### config.mk
export PLATFORM = sky130hd
export DESIGN_NAME = frame_present_wait_scheduler_top
export DESIGN_NICKNAME = d
export VERILOG_FILES = /design/src/rtl/core/fpws_pkg.sv /design/src/rtl/core/frame_present_wait_scheduler_top.sv /design/src/rtl/core/fpws_cfg_regs.sv /design/src/rtl/core/fpws_wait_calc.sv
export VERILOG_INCLUDE_DIRS = /design/src /design/src/rtl/core
export SDC_FILE = /design/constraint.sdc
export NUM_CORES = 2
export LEC_CHECK = 0
export BUFFER_PORTS_ARGS = -buffer_cell sky130_fd_sc_hd__buf_2
export CORE_UTILIZATION = 35
export DETAILED_ROUTE_END_ITERATION = 8
export PLACE_DENSITY = 0.51
export SKIP_LAST_GASP = 1
export SLEW_MARGIN = 20
export SYNTH_ARGS = -nofsm -noshare
export SYNTH_HDL_FRONTEND = slang
export SYNTH_HIERARCHICAL = 1
export SYNTH_SLANG_ARGS = --single-unit
### constraint.sdc
create_clock -name clk -period 26.6 [get_ports clk]
set_input_delay 0 -clock clk [delete_from_list [all_inputs] [get_ports clk]]
set_output_delay 0 -clock clk [all_outputs]
set_load 0.01 [all_outputs]
### src/rtl/core/frame_present_wait_scheduler_top_defines.svh
// Assertion macros shared by the frame present wait scheduler RTL.
`ifndef FRAME_PRESENT_WAIT_SCHEDULER_TOP_DEFINES_SVH
`define FRAME_PRESENT_WAIT_SCHEDULER_TOP_DEFINES_SVH

// Same-cycle implication, disabled while reset is asserted.
`define FPWS_ASSERT_NOW(label, ante, cons, msg) \
  label: assert property (@(posedge clk) disable iff (!rst_n) (ante) |-> (cons)) \
    else $error(msg);

// Next-cycle implication, disabled while reset is asserted.
`define FPWS_ASSERT_NEXT(label, ante, cons, msg) \
  label: assert property (@(posedge clk) disable iff (!rst_n) (ante) |=> (cons)) \
    else $error(msg);

`endif

### src/rtl/core/fpws_pkg.sv
// Types, constants and helper functions of the frame present wait scheduler.
package fpws_pkg;

  localparam int unsigned RegW   = 16;
  localparam int unsigned TimeW  = 32;
  localparam int unsigned WaitW  = 31;
  localparam int unsigned KindW  = 3;
  localparam int unsigned CfgIdxW = 3;

  localparam logic [WaitW-1:0] WAIT_MAX = {WaitW{1'b1}};

  // Transaction kinds
  localparam logic [KindW-1:0] KIND_INIT        = 3'd0;
  localparam logic [KindW-1:0] KIND_INVALIDATE  = 3'd1;
  localparam logic [KindW-1:0] KIND_CLEAR       = 3'd2;
  localparam logic [KindW-1:0] KIND_PRESENTED   = 3'd3;
  localparam logic [KindW-1:0] KIND_QUERY       = 3'd4;

  // Register indexes
  localparam logic [CfgIdxW-1:0] REG_STATIC_PERIOD = 3'd0;
  localparam logic [CfgIdxW-1:0] REG_ANIM_PERIOD   = 3'd1;
  localparam logic [CfgIdxW-1:0] REG_MARQUEE_PERIOD = 3'd2;
  localparam logic [CfgIdxW-1:0] REG_FADE_WINDOW   = 3'd3;
  localparam logic [CfgIdxW-1:0] REG_FADE_PERIOD   = 3'd4;
  localparam logic [CfgIdxW-1:0] REG_RAW_MAX_WAIT  = 3'd5;

  // Reset values
  localparam logic [RegW-1:0] STATIC_PERIOD_RST  = 16'd1000;
  localparam logic [RegW-1:0] ANIM_PERIOD_RST    = 16'd16;
  localparam logic [RegW-1:0] MARQUEE_PERIOD_RST = 16'd100;
  localparam logic [RegW-1:0] FADE_WINDOW_RST    = 16'd250;
  localparam logic [RegW-1:0] FADE_PERIOD_RST    = 16'd16;
  localparam logic [RegW-1:0] RAW_MAX_WAIT_RST   = 16'd8;

  typedef struct packed {
    logic [RegW-1:0] static_period_ms;
    logic [RegW-1:0] animation_period_ms;
    logic [RegW-1:0] marquee_period_ms;
    logic [RegW-1:0] fade_window_ms;
    logic [RegW-1:0] fade_period_ms;
    logic [RegW-1:0] raw_input_max_wait_ms;
  } cfg_t;

  typedef struct packed {
    logic [TimeW-1:0] last_present_time;
    logic             frame_dirty;
  } state_t;

  // Deadline has passed when (now - deadline) mod 2^32 is below 2^31.
  function automatic logic is_past(input logic [TimeW-1:0] now,
                                   input logic [TimeW-1:0] deadline);
    logic [TimeW-1:0] diff;
    diff = now - deadline;
    return ~diff[TimeW-1];
  endfunction

  // Time left to a deadline, zero once passed, saturated to 31 bits.
  function automatic logic [WaitW-1:0] remaining(input logic [TimeW-1:0] now,
                                                 input logic [TimeW-1:0] deadline);
    logic [TimeW-1:0] left;
    left = deadline - now;
    if (is_past(now, deadline)) begin
      return '0;
    end else if (left[TimeW-1]) begin
      return WAIT_MAX;
    end else begin
      return left[WaitW-1:0];
    end
  endfunction

  function automatic logic [WaitW-1:0] min_wait(input logic [WaitW-1:0] a,
                                                input logic [WaitW-1:0] b);
    return (b < a) ? b : a;
  endfunction

endpackage

### src/rtl/core/frame_present_wait_scheduler_top.sv
// Top level of the frame present wait scheduler: input stage, state, result register.
//
// Frame present wait scheduler. Event transactions (init, invalidate, clear,
// presented) update the last-present time and the dirty flag and produce no
// result; a query transaction produces one result with render_due and wait_ms,
// the soonest of the static, animation, marquee, overlay-end, fade and wake
// deadlines under 32-bit wraparound. Throughput is one transaction per clock
// while in_stall is low. A transaction is captured in the input register at
// acceptance and a query's result lands in the output register when the query
// leaves the input register. The only thing that holds the input side is a
// query sitting in the input register while the output register is full and
// stalled; then in_stall follows out_stall in the same cycle. Events never wait
// on the output side. Unused kinds 5..7 are consumed with no effect. Config
// registers are written through cfg_we/cfg_index/cfg_wdata by the user only
// while idle (not enforced by the block); writes to indexes above 5 are dropped.
`include "frame_present_wait_scheduler_top_defines.svh"

module frame_present_wait_scheduler_top (
  input  logic                               clk,
  input  logic                               rst_n,
  // input channel
  input  logic                               in_valid,
  output logic                               in_stall,
  input  logic [fpws_pkg::KindW-1:0]         in_kind,
  input  logic [fpws_pkg::TimeW-1:0]         in_now,
  input  logic                               in_visible,
  input  logic                               in_animate,
  input  logic                               in_marquee,
  input  logic                               in_action_active,
  input  logic [fpws_pkg::TimeW-1:0]         in_action_until,
  input  logic signed [fpws_pkg::TimeW-1:0]  in_required_wake_ms,
  input  logic                               in_raw_input,
  // result channel
  output logic                               out_valid,
  input  logic                               out_stall,
  output logic                               out_render_due,
  output logic [fpws_pkg::WaitW-1:0]         out_wait_ms,
  // config port
  input  logic                               cfg_we,
  input  logic [fpws_pkg::CfgIdxW-1:0]       cfg_index,
  input  logic [fpws_pkg::RegW-1:0]          cfg_wdata
);

  fpws_pkg::cfg_t   cfg;
  fpws_pkg::state_t st_r, st_nxt;

  // input stage
  logic                              s1_v_r, s1_v_nxt;
  logic [fpws_pkg::KindW-1:0]        s1_kind_r;
  logic [fpws_pkg::TimeW-1:0]        s1_now_r;
  logic                              s1_visible_r, s1_animate_r, s1_marquee_r;
  logic                              s1_action_active_r, s1_raw_input_r;
  logic [fpws_pkg::TimeW-1:0]        s1_action_until_r;
  logic signed [fpws_pkg::TimeW-1:0] s1_wake_r;

  // result register
  logic                              out_v_r, out_v_nxt;
  logic                              out_render_due_r;
  logic [fpws_pkg::WaitW-1:0]        out_wait_ms_r;

  logic                              in_accept, s1_query, s1_adv, out_take;
  logic                              calc_render_due;
  logic [fpws_pkg::WaitW-1:0]        calc_wait_ms;

  fpws_cfg_regs u_cfg (
    .clk       (clk),
    .rst_n     (rst_n),
    .cfg_we    (cfg_we),
    .cfg_index (cfg_index),
    .cfg_wdata (cfg_wdata),
    .cfg       (cfg)
  );

  fpws_wait_calc u_calc (
    .cfg         (cfg),
    .st          (st_r),
    .now         (s1_now_r),
    .visible     (s1_visible_r),
    .animate     (s1_animate_r),
    .marquee     (s1_marquee_r),
    .overlay_on  (s1_action_active_r),
    .overlay_end (s1_action_until_r),
    .wake_req    (s1_wake_r),
    .raw_input   (s1_raw_input_r),
    .render_due  (calc_render_due),
    .wait_ms     (calc_wait_ms)
  );

  // Handshake: a query leaves the input stage only when the result slot frees up.
  assign out_take  = out_v_r & ~out_stall;
  assign s1_query  = (s1_kind_r == fpws_pkg::KIND_QUERY);
  assign s1_adv    = s1_v_r & (~s1_query | ~out_v_r | ~out_stall);
  assign in_stall  = s1_v_r & ~s1_adv;
  assign in_accept = in_valid & ~in_stall;

  always_comb begin
    s1_v_nxt = in_accept | (s1_v_r & ~s1_adv);
  end

  always_comb begin
    out_v_nxt = (s1_adv & s1_query) | (out_v_r & ~out_take);
  end

  // State update as each event transaction retires from the input stage.
  always_comb begin
    st_nxt = st_r;
    if (s1_adv) begin
      case (s1_kind_r)
        fpws_pkg::KIND_INIT: begin
          st_nxt.last_present_time = s1_now_r;
          st_nxt.frame_dirty       = 1'b1;
        end
        fpws_pkg::KIND_INVALIDATE: st_nxt.frame_dirty = 1'b1;
        fpws_pkg::KIND_CLEAR:      st_nxt.frame_dirty = 1'b0;
        fpws_pkg::KIND_PRESENTED: begin
          st_nxt.last_present_time = s1_now_r;
          st_nxt.frame_dirty       = 1'b0;
        end
        default: ; // query and unused kinds leave state alone
      endcase
    end
  end

  always_ff @(posedge clk) begin
    if (!rst_n) begin
      s1_v_r                <= 1'b0;
      out_v_r               <= 1'b0;
      st_r.last_present_time <= '0;
      st_r.frame_dirty       <= 1'b1;
    end else begin
      s1_v_r  <= s1_v_nxt;
      out_v_r <= out_v_nxt;
      st_r    <= st_nxt;
    end
  end

  always_ff @(posedge clk) begin
    if (in_accept) begin
      s1_kind_r          <= in_kind;
      s1_now_r           <= in_now;
      s1_visible_r       <= in_visible;
      s1_animate_r       <= in_animate;
      s1_marquee_r       <= in_marquee;
      s1_action_active_r <= in_action_active;
      s1_action_until_r  <= in_action_until;
      s1_wake_r          <= in_required_wake_ms;
      s1_raw_input_r     <= in_raw_input;
    end
  end

  always_ff @(posedge clk) begin
    if (s1_adv && s1_query) begin
      out_render_due_r <= calc_render_due;
      out_wait_ms_r    <= calc_wait_ms;
    end
  end

  assign out_valid      = out_v_r;
  assign out_render_due = out_render_due_r;
  assign out_wait_ms    = out_wait_ms_r;

  // A due render always means a zero wait.
  `FPWS_ASSERT_NOW(a_due_zero_wait, out_v_r && out_render_due_r, out_wait_ms_r == '0, "render_due with nonzero wait")
  // Input side only holds off while a query is blocked behind a stalled result.
  `FPWS_ASSERT_NOW(a_stall_cause, in_stall, s1_v_r && s1_query && out_v_r && out_stall, "in_stall without a blocked query")
  // A retired presented transaction leaves a clean frame at its time.
  `FPWS_ASSERT_NEXT(a_presented_upd, s1_adv && (s1_kind_r == fpws_pkg::KIND_PRESENTED), !st_r.frame_dirty && (st_r.last_present_time == $past(s1_now_r)), "presented did not update state")
  // A retired query always fills the result register.
  `FPWS_ASSERT_NEXT(a_query_result, s1_adv && s1_query, out_v_r, "query retired without a result")

endmodule

### src/rtl/core/fpws_cfg_regs.sv
// Configuration register file of the frame present wait scheduler.
module fpws_cfg_regs (
  input  logic                         clk,
  input  logic                         rst_n,
  input  logic                         cfg_we,
  input  logic [fpws_pkg::CfgIdxW-1:0] cfg_index,
  input  logic [fpws_pkg::RegW-1:0]    cfg_wdata,
  output fpws_pkg::cfg_t               cfg
);

  fpws_pkg::cfg_t cfg_r;
  fpws_pkg::cfg_t cfg_nxt;

  always_comb begin
    cfg_nxt = cfg_r;
    if (cfg_we) begin
      case (cfg_index)
        fpws_pkg::REG_STATIC_PERIOD:  cfg_nxt.static_period_ms      = cfg_wdata;
        fpws_pkg::REG_ANIM_PERIOD:    cfg_nxt.animation_period_ms   = cfg_wdata;
        fpws_pkg::REG_MARQUEE_PERIOD: cfg_nxt.marquee_period_ms     = cfg_wdata;
        fpws_pkg::REG_FADE_WINDOW:    cfg_nxt.fade_window_ms        = cfg_wdata;
        fpws_pkg::REG_FADE_PERIOD:    cfg_nxt.fade_period_ms        = cfg_wdata;
        fpws_pkg::REG_RAW_MAX_WAIT:   cfg_nxt.raw_input_max_wait_ms = cfg_wdata;
        default: ; // unmapped index: ignored
      endcase
    end
  end

  always_ff @(posedge clk) begin
    if (!rst_n) begin
      cfg_r.static_period_ms      <= fpws_pkg::STATIC_PERIOD_RST;
      cfg_r.animation_period_ms   <= fpws_pkg::ANIM_PERIOD_RST;
      cfg_r.marquee_period_ms     <= fpws_pkg::MARQUEE_PERIOD_RST;
      cfg_r.fade_window_ms        <= fpws_pkg::FADE_WINDOW_RST;
      cfg_r.fade_period_ms        <= fpws_pkg::FADE_PERIOD_RST;
      cfg_r.raw_input_max_wait_ms <= fpws_pkg::RAW_MAX_WAIT_RST;
    end else begin
      cfg_r <= cfg_nxt;
    end
  end

  assign cfg = cfg_r;

endmodule

### src/rtl/core/fpws_wait_calc.sv
// Combinational deadline evaluation for one query transaction.
module fpws_wait_calc (
  input  fpws_pkg::cfg_t                 cfg,
  input  fpws_pkg::state_t               st,
  input  logic [fpws_pkg::TimeW-1:0]     now,
  input  logic                           visible,
  input  logic                           animate,
  input  logic                           marquee,
  input  logic                           overlay_on,
  input  logic [fpws_pkg::TimeW-1:0]     overlay_end,
  input  logic signed [fpws_pkg::TimeW-1:0] wake_req,
  input  logic                           raw_input,
  output logic                           render_due,
  output logic [fpws_pkg::WaitW-1:0]     wait_ms
);

  localparam int unsigned ExtW = fpws_pkg::TimeW - fpws_pkg::RegW;
  localparam int unsigned WExtW = fpws_pkg::WaitW - fpws_pkg::RegW;

  logic [fpws_pkg::TimeW-1:0] lpt;
  logic [fpws_pkg::WaitW-1:0] c_static, c_anim, c_marquee, c_until;
  logic [fpws_pkg::WaitW-1:0] c_open, c_fadep, c_fade;
  logic [fpws_pkg::TimeW-1:0] rem_until, open_left, fw32;
  logic                       until_ahead, fade_open, act;
  logic [fpws_pkg::WaitW-1:0] m, rw, w, cap;
  logic                       wake_ok;
  logic [fpws_pkg::WaitW-1:0] wake31;

  assign lpt = st.last_present_time;

  assign c_static  = fpws_pkg::remaining(now, lpt + {{ExtW{1'b0}}, cfg.static_period_ms});
  assign c_anim    = fpws_pkg::remaining(now, lpt + {{ExtW{1'b0}}, cfg.animation_period_ms});
  assign c_marquee = fpws_pkg::remaining(now, lpt + {{ExtW{1'b0}}, cfg.marquee_period_ms});
  assign c_fadep   = fpws_pkg::remaining(now, lpt + {{ExtW{1'b0}}, cfg.fade_period_ms});
  assign c_until   = fpws_pkg::remaining(now, overlay_end);

  // Overlay terms: time until the fade window opens, or the fade frame period inside it.
  assign fw32        = {{ExtW{1'b0}}, cfg.fade_window_ms};
  assign rem_until   = overlay_end - now;
  assign until_ahead = ~fpws_pkg::is_past(now, overlay_end);
  assign fade_open   = rem_until > fw32;
  assign open_left   = rem_until - fw32;
  assign c_open      = open_left[fpws_pkg::TimeW-1] ? fpws_pkg::WAIT_MAX
                                                    : open_left[fpws_pkg::WaitW-1:0];
  assign c_fade      = fade_open ? c_open : c_fadep;
  assign act         = overlay_on & ~fpws_pkg::is_past(lpt, overlay_end);

  always_comb begin
    m = c_static;
    if (animate) begin
      m = fpws_pkg::min_wait(m, c_anim);
    end
    if (marquee) begin
      m = fpws_pkg::min_wait(m, c_marquee);
    end
    if (act) begin
      m = fpws_pkg::min_wait(m, c_until);
    end
    if (act && until_ahead) begin
      m = fpws_pkg::min_wait(m, c_fade);
    end
    rw = st.frame_dirty ? '0 : m;
  end

  assign wake_ok = ~wake_req[fpws_pkg::TimeW-1];
  assign wake31  = wake_req[fpws_pkg::WaitW-1:0];
  assign cap     = {{WExtW{1'b0}}, cfg.raw_input_max_wait_ms};

  always_comb begin
    if (visible) begin
      w = wake_ok ? fpws_pkg::min_wait(rw, wake31) : rw;
    end else if (wake_ok) begin
      w = wake31;
    end else begin
      w = {{WExtW{1'b0}}, cfg.static_period_ms};
    end
    if (raw_input && (w > cap)) begin
      w = cap;
    end
  end

  assign wait_ms    = w;
  assign render_due = visible & (rw == '0);

endmodule
==> qor.csv <==
stage;metric;value;unit
min_path;min_path_type;input pin to register;
grt;grt_pass1_wl;213;mm
floorplanning;die_w;319;um
power;vdd_drop_max;0.0396;mV
job;drv_cap;0;
setup_path;cp-endpoint;out_wait_ms[10]$_DFFE_PP_;
synth;synth.most_common_cell;ha_1;
synth;syn_avg_cell_area;8.07;um2
clock_tree;tritoncts;yes;
synth;yosys_warnings;6;
finish;finalInstanceArea;0.0400;mm2
timing;tightest_slew;1.17;ns
synth;seq_area_frac_synth;19.1;%
setup_path;r2r_cells;105;
drt;wl;146;mm
setup_path;critPathBufInv;8;
timing;report.final.hold_viol_count;0;
setup_path;critPathSlowestCell;a221oi_1;
timing;rsz0062_at_grt;false;
floorplanning;dieArea;0.102;mm2
drt;routed_via_density;5.69;
placement;dpl.hpwl;120;mm
timing;setup_tns;0;ns
synth;synth_top_cell_area_share;20.9;%
timing;post-route-period-util;94.5;%
synth;syn_inst;4348;
setup_path;crit_fanout;31;
setup_path;cp.required;26.95;ns
grt;antenna_found_initial;1;
setup_path;critPathArrivalTime;25.47;ns
setup_path;r2r_setup_slack;1.47;ns
power;p_seq_share;21.9;%
finish;final_nets;5308;
grt;grt-ovfl-total;0;
drt;ant_nets;0;
placement;gp_congestion;0.990;
setup_path;endpoint_kind;register;
setup_path;max_stage_delay;0.61;ns
synth;synth_seq_cells;267;
timing;fin_crit;25.13;ns
setup_path;critPathKind;register to register;
drt;wire_per_inst;24.7;um
synth;yosys.area.top_type;ha_1;
placement;placed_area;0.0374;mm2
grt;grtUsageTotal;28.0;%
floorplanning;fp.dieH;319;um
synth;netlist_area;0.0351;mm2
clock_tree;htree_levels;2;
synth;synthArstFlopShare;0;%
setup_path;r2r_end;out_wait_ms[10]$_DFFE_PP_;
setup_path;worstSetupStartpointType;register;
drt;drc;0;
power;p_clk_share;23.6;%
synth;synthFlopType;edfxtp_1;
power;p_sw_share;45.7;%
floorplanning;initial_utilization;35.5;%
timing;drv_slew;0;
clock_tree;insertion_delay;0.62;ns
synth;synth_edf_count;136;
setup_path;r2r-start;st_r[1]$_SDFFE_PN0P_;
drt;drtIter0Drc;3179;
grt;grt_max_degree;117;
grt;grt_pass1_vias;32100;
synth;synth_commonest_cells;ha_1 (586), inv_1 (394), a21oi_1 (358);
synth;syn_nets;5072;
finish;layout-drive-gt1-share;8.93;%
floorplanning;top_level_ports;162;
finish;syn2layout_area_growth;13.9;%
timing;max_slew_margin;21.5;%
setup_path;crit_start;st_r[1]$_SDFFE_PN0P_;
setup_path;path_depth;105;
power;switching_power;0.000988;W
setup_path;crit_family;compound AO/OA/AOI/OAI gates;
power;p_comb_share;54.5;%
drt;firstDrtPassIters;6;
timing;max_freq;39.8;MHz
clock_tree;root_buffer;clkbuf_16;
setup_path;cp_common_cell;a21oi_1;
clock_tree;cts_inserted_buffers;38;
power;p_int;0.00118;W
clock_tree;cts_sinks;267;
clock_tree;clock_path_buffers;3;
floorplanning;core.rowCount;115;
clock_tree;path_clk_slew;0.06;ns
placement;port_buffers;161;
power;leakage;17.8;nW
timing;fin_skew;0.0486;ns
synth;synth.area.top_cells;ha_1 (21%), edfxtp_1 (12%), dfxtp_1 (7.5%);
timing;setup-violations-final;0;
status;status;finished clean;
floorplanning;core_area;0.0989;mm2
power;power_density;54.1;mW/mm2
synth;ys_types;108;
drt;num_vias;33600;
## state kept, by name, summed over array words and instances, names as in the netlist
name / cells
s1_animate_r: 1
s1_action_active_r: 1
st_r: 33
s1_wake_r: 32
out_render_due: 1
s1_visible_r: 1
u_cfg/cfg: 96
s1_action_until_r: 32
out_wait_ms: 31
s1_raw_input_r: 1
s1_v_r: 1
s1_now_r: 32
s1_kind_r: 3
out_valid: 1
s1_marquee_r: 1
## cells by family (layout without fill, tap and decap cells)
family / count (synthesis) / count (layout) / synth area share, %
compound gates: 1277 / 1277 / 23.2
xor+xnor: 312 / 312 / 7.83
fa+ha+maj: 596 / 596 / 21.5
buf+inv: 549 / 814 / 6.33
flops: 267 / 267 / 19.1
mux: 218 / 218 / 6.45
other cells: 0 / 1 / 0
simple gates: 1129 / 1129 / 15.6
## placed cells by master, fill, tap and decap left out, drive strengths merged, types with 11 or more instances in the layout
cell type / n
edfxtp: 136
a2111oi: 13
mux2i: 172
a211o: 21
nor2b: 52
a31oi: 24
o21a: 76
a22oi: 30
a211oi: 45
buf: 222
nand4: 80
or4: 11
nand3: 72
o21ai: 329
nand2: 354
dlygate4sd3: 129
o21bai: 57
and2: 17
a21o: 116
a21oi: 359
nor2: 277
clkbuf: 47
nand2b: 38
a221oi: 13
ha: 586
clkinv: 13
o22ai: 11
or3: 20
nor4: 26
mux2: 46
xor2: 109
o211ai: 52
and3: 28
xnor2: 203
inv: 400
nor3: 84
o31ai: 23
or2: 22
dfxtp: 131
## final cells by class
class,count,area (um2)
diodes,1,2.50
clock buffers,47,1020
clock inverters,22,205
fillers,10200,58900
inverters,394,1480
multi-input cells,3532,26400
flip-flops and latches,267,6710
well taps,1287,1610
repair buffers,351,2610
## through the flow
stage	total power [W]	hold WS, ns	setup slack [ns]	utilization [%]	std cells
2_1_floorplan	0.00123	0.0989	4.04	-	4348
3_3_place_gp	0.00162	0.177	0.0688	37.8	5700
3_5_place_dp	0.00161	0.178	0.296	37.8	5700
4_1_cts	0.00215	0.0538	0.129	40.3	5898
5_1_grt	0.00229	0.0858	0.170	40.5	5900
6_report	0.00216	0.0934	1.47	40.5	5901
## worst min-delay path by stage
stage	cells past startpoint	endpoint	start	slack, ns
after floorplan	0	s1_action_active_r$_DFFE_PP_	in_action_active	0.1
after global placement	1	s1_action_active_r$_DFFE_PP_	in_action_active	0.18
after detailed placement	1	s1_action_until_r[10]$_DFFE_PP_	in_action_until[10]	0.18
after CTS	2	s1_action_until_r[10]$_DFFE_PP_	in_action_until[10]	0.05
after global routing	2	s1_action_until_r[4]$_DFFE_PP_	in_action_until[4]	0.09
final	2	s1_action_until_r[4]$_DFFE_PP_	in_action_until[4]	0.09
## power by group through the flow
stage | clock network [W] | logic [W] | registers [W]
after floorplan | 0 | 0.000762 | 0.000469
after global placement | 0 | 0.00114 | 0.000483
after detailed placement | 0 | 0.00112 | 0.000483
after CTS | 0.000526 | 0.00115 | 0.000474
after global routing | 0.000538 | 0.00128 | 0.000475
final | 0.000511 | 0.00118 | 0.000474
## per-layer routing
layer  global-route usage, %  vias up  share of wire, %
met3                    3.10      192               6.3
met5                       0        -                 0
li1                        -    16200                 -
met4                    8.41        0               3.1
met2                    45.0     1157                45
met1                    39.0    16100                46
## what timing repair did
| item | 4_1_cts | 5_1_grt |
|---|---|---|
| gates resized for setup | 0 | 15 |
| endpoints found under the setup margin | 0 | 18 |
| endpoints found under the hold margin | 192 | 0 |
| hold buffers | 129 | 0 |
| setup buffers | 0 | 1 |
No activity file was read; power rests on OpenSTA's default activity.
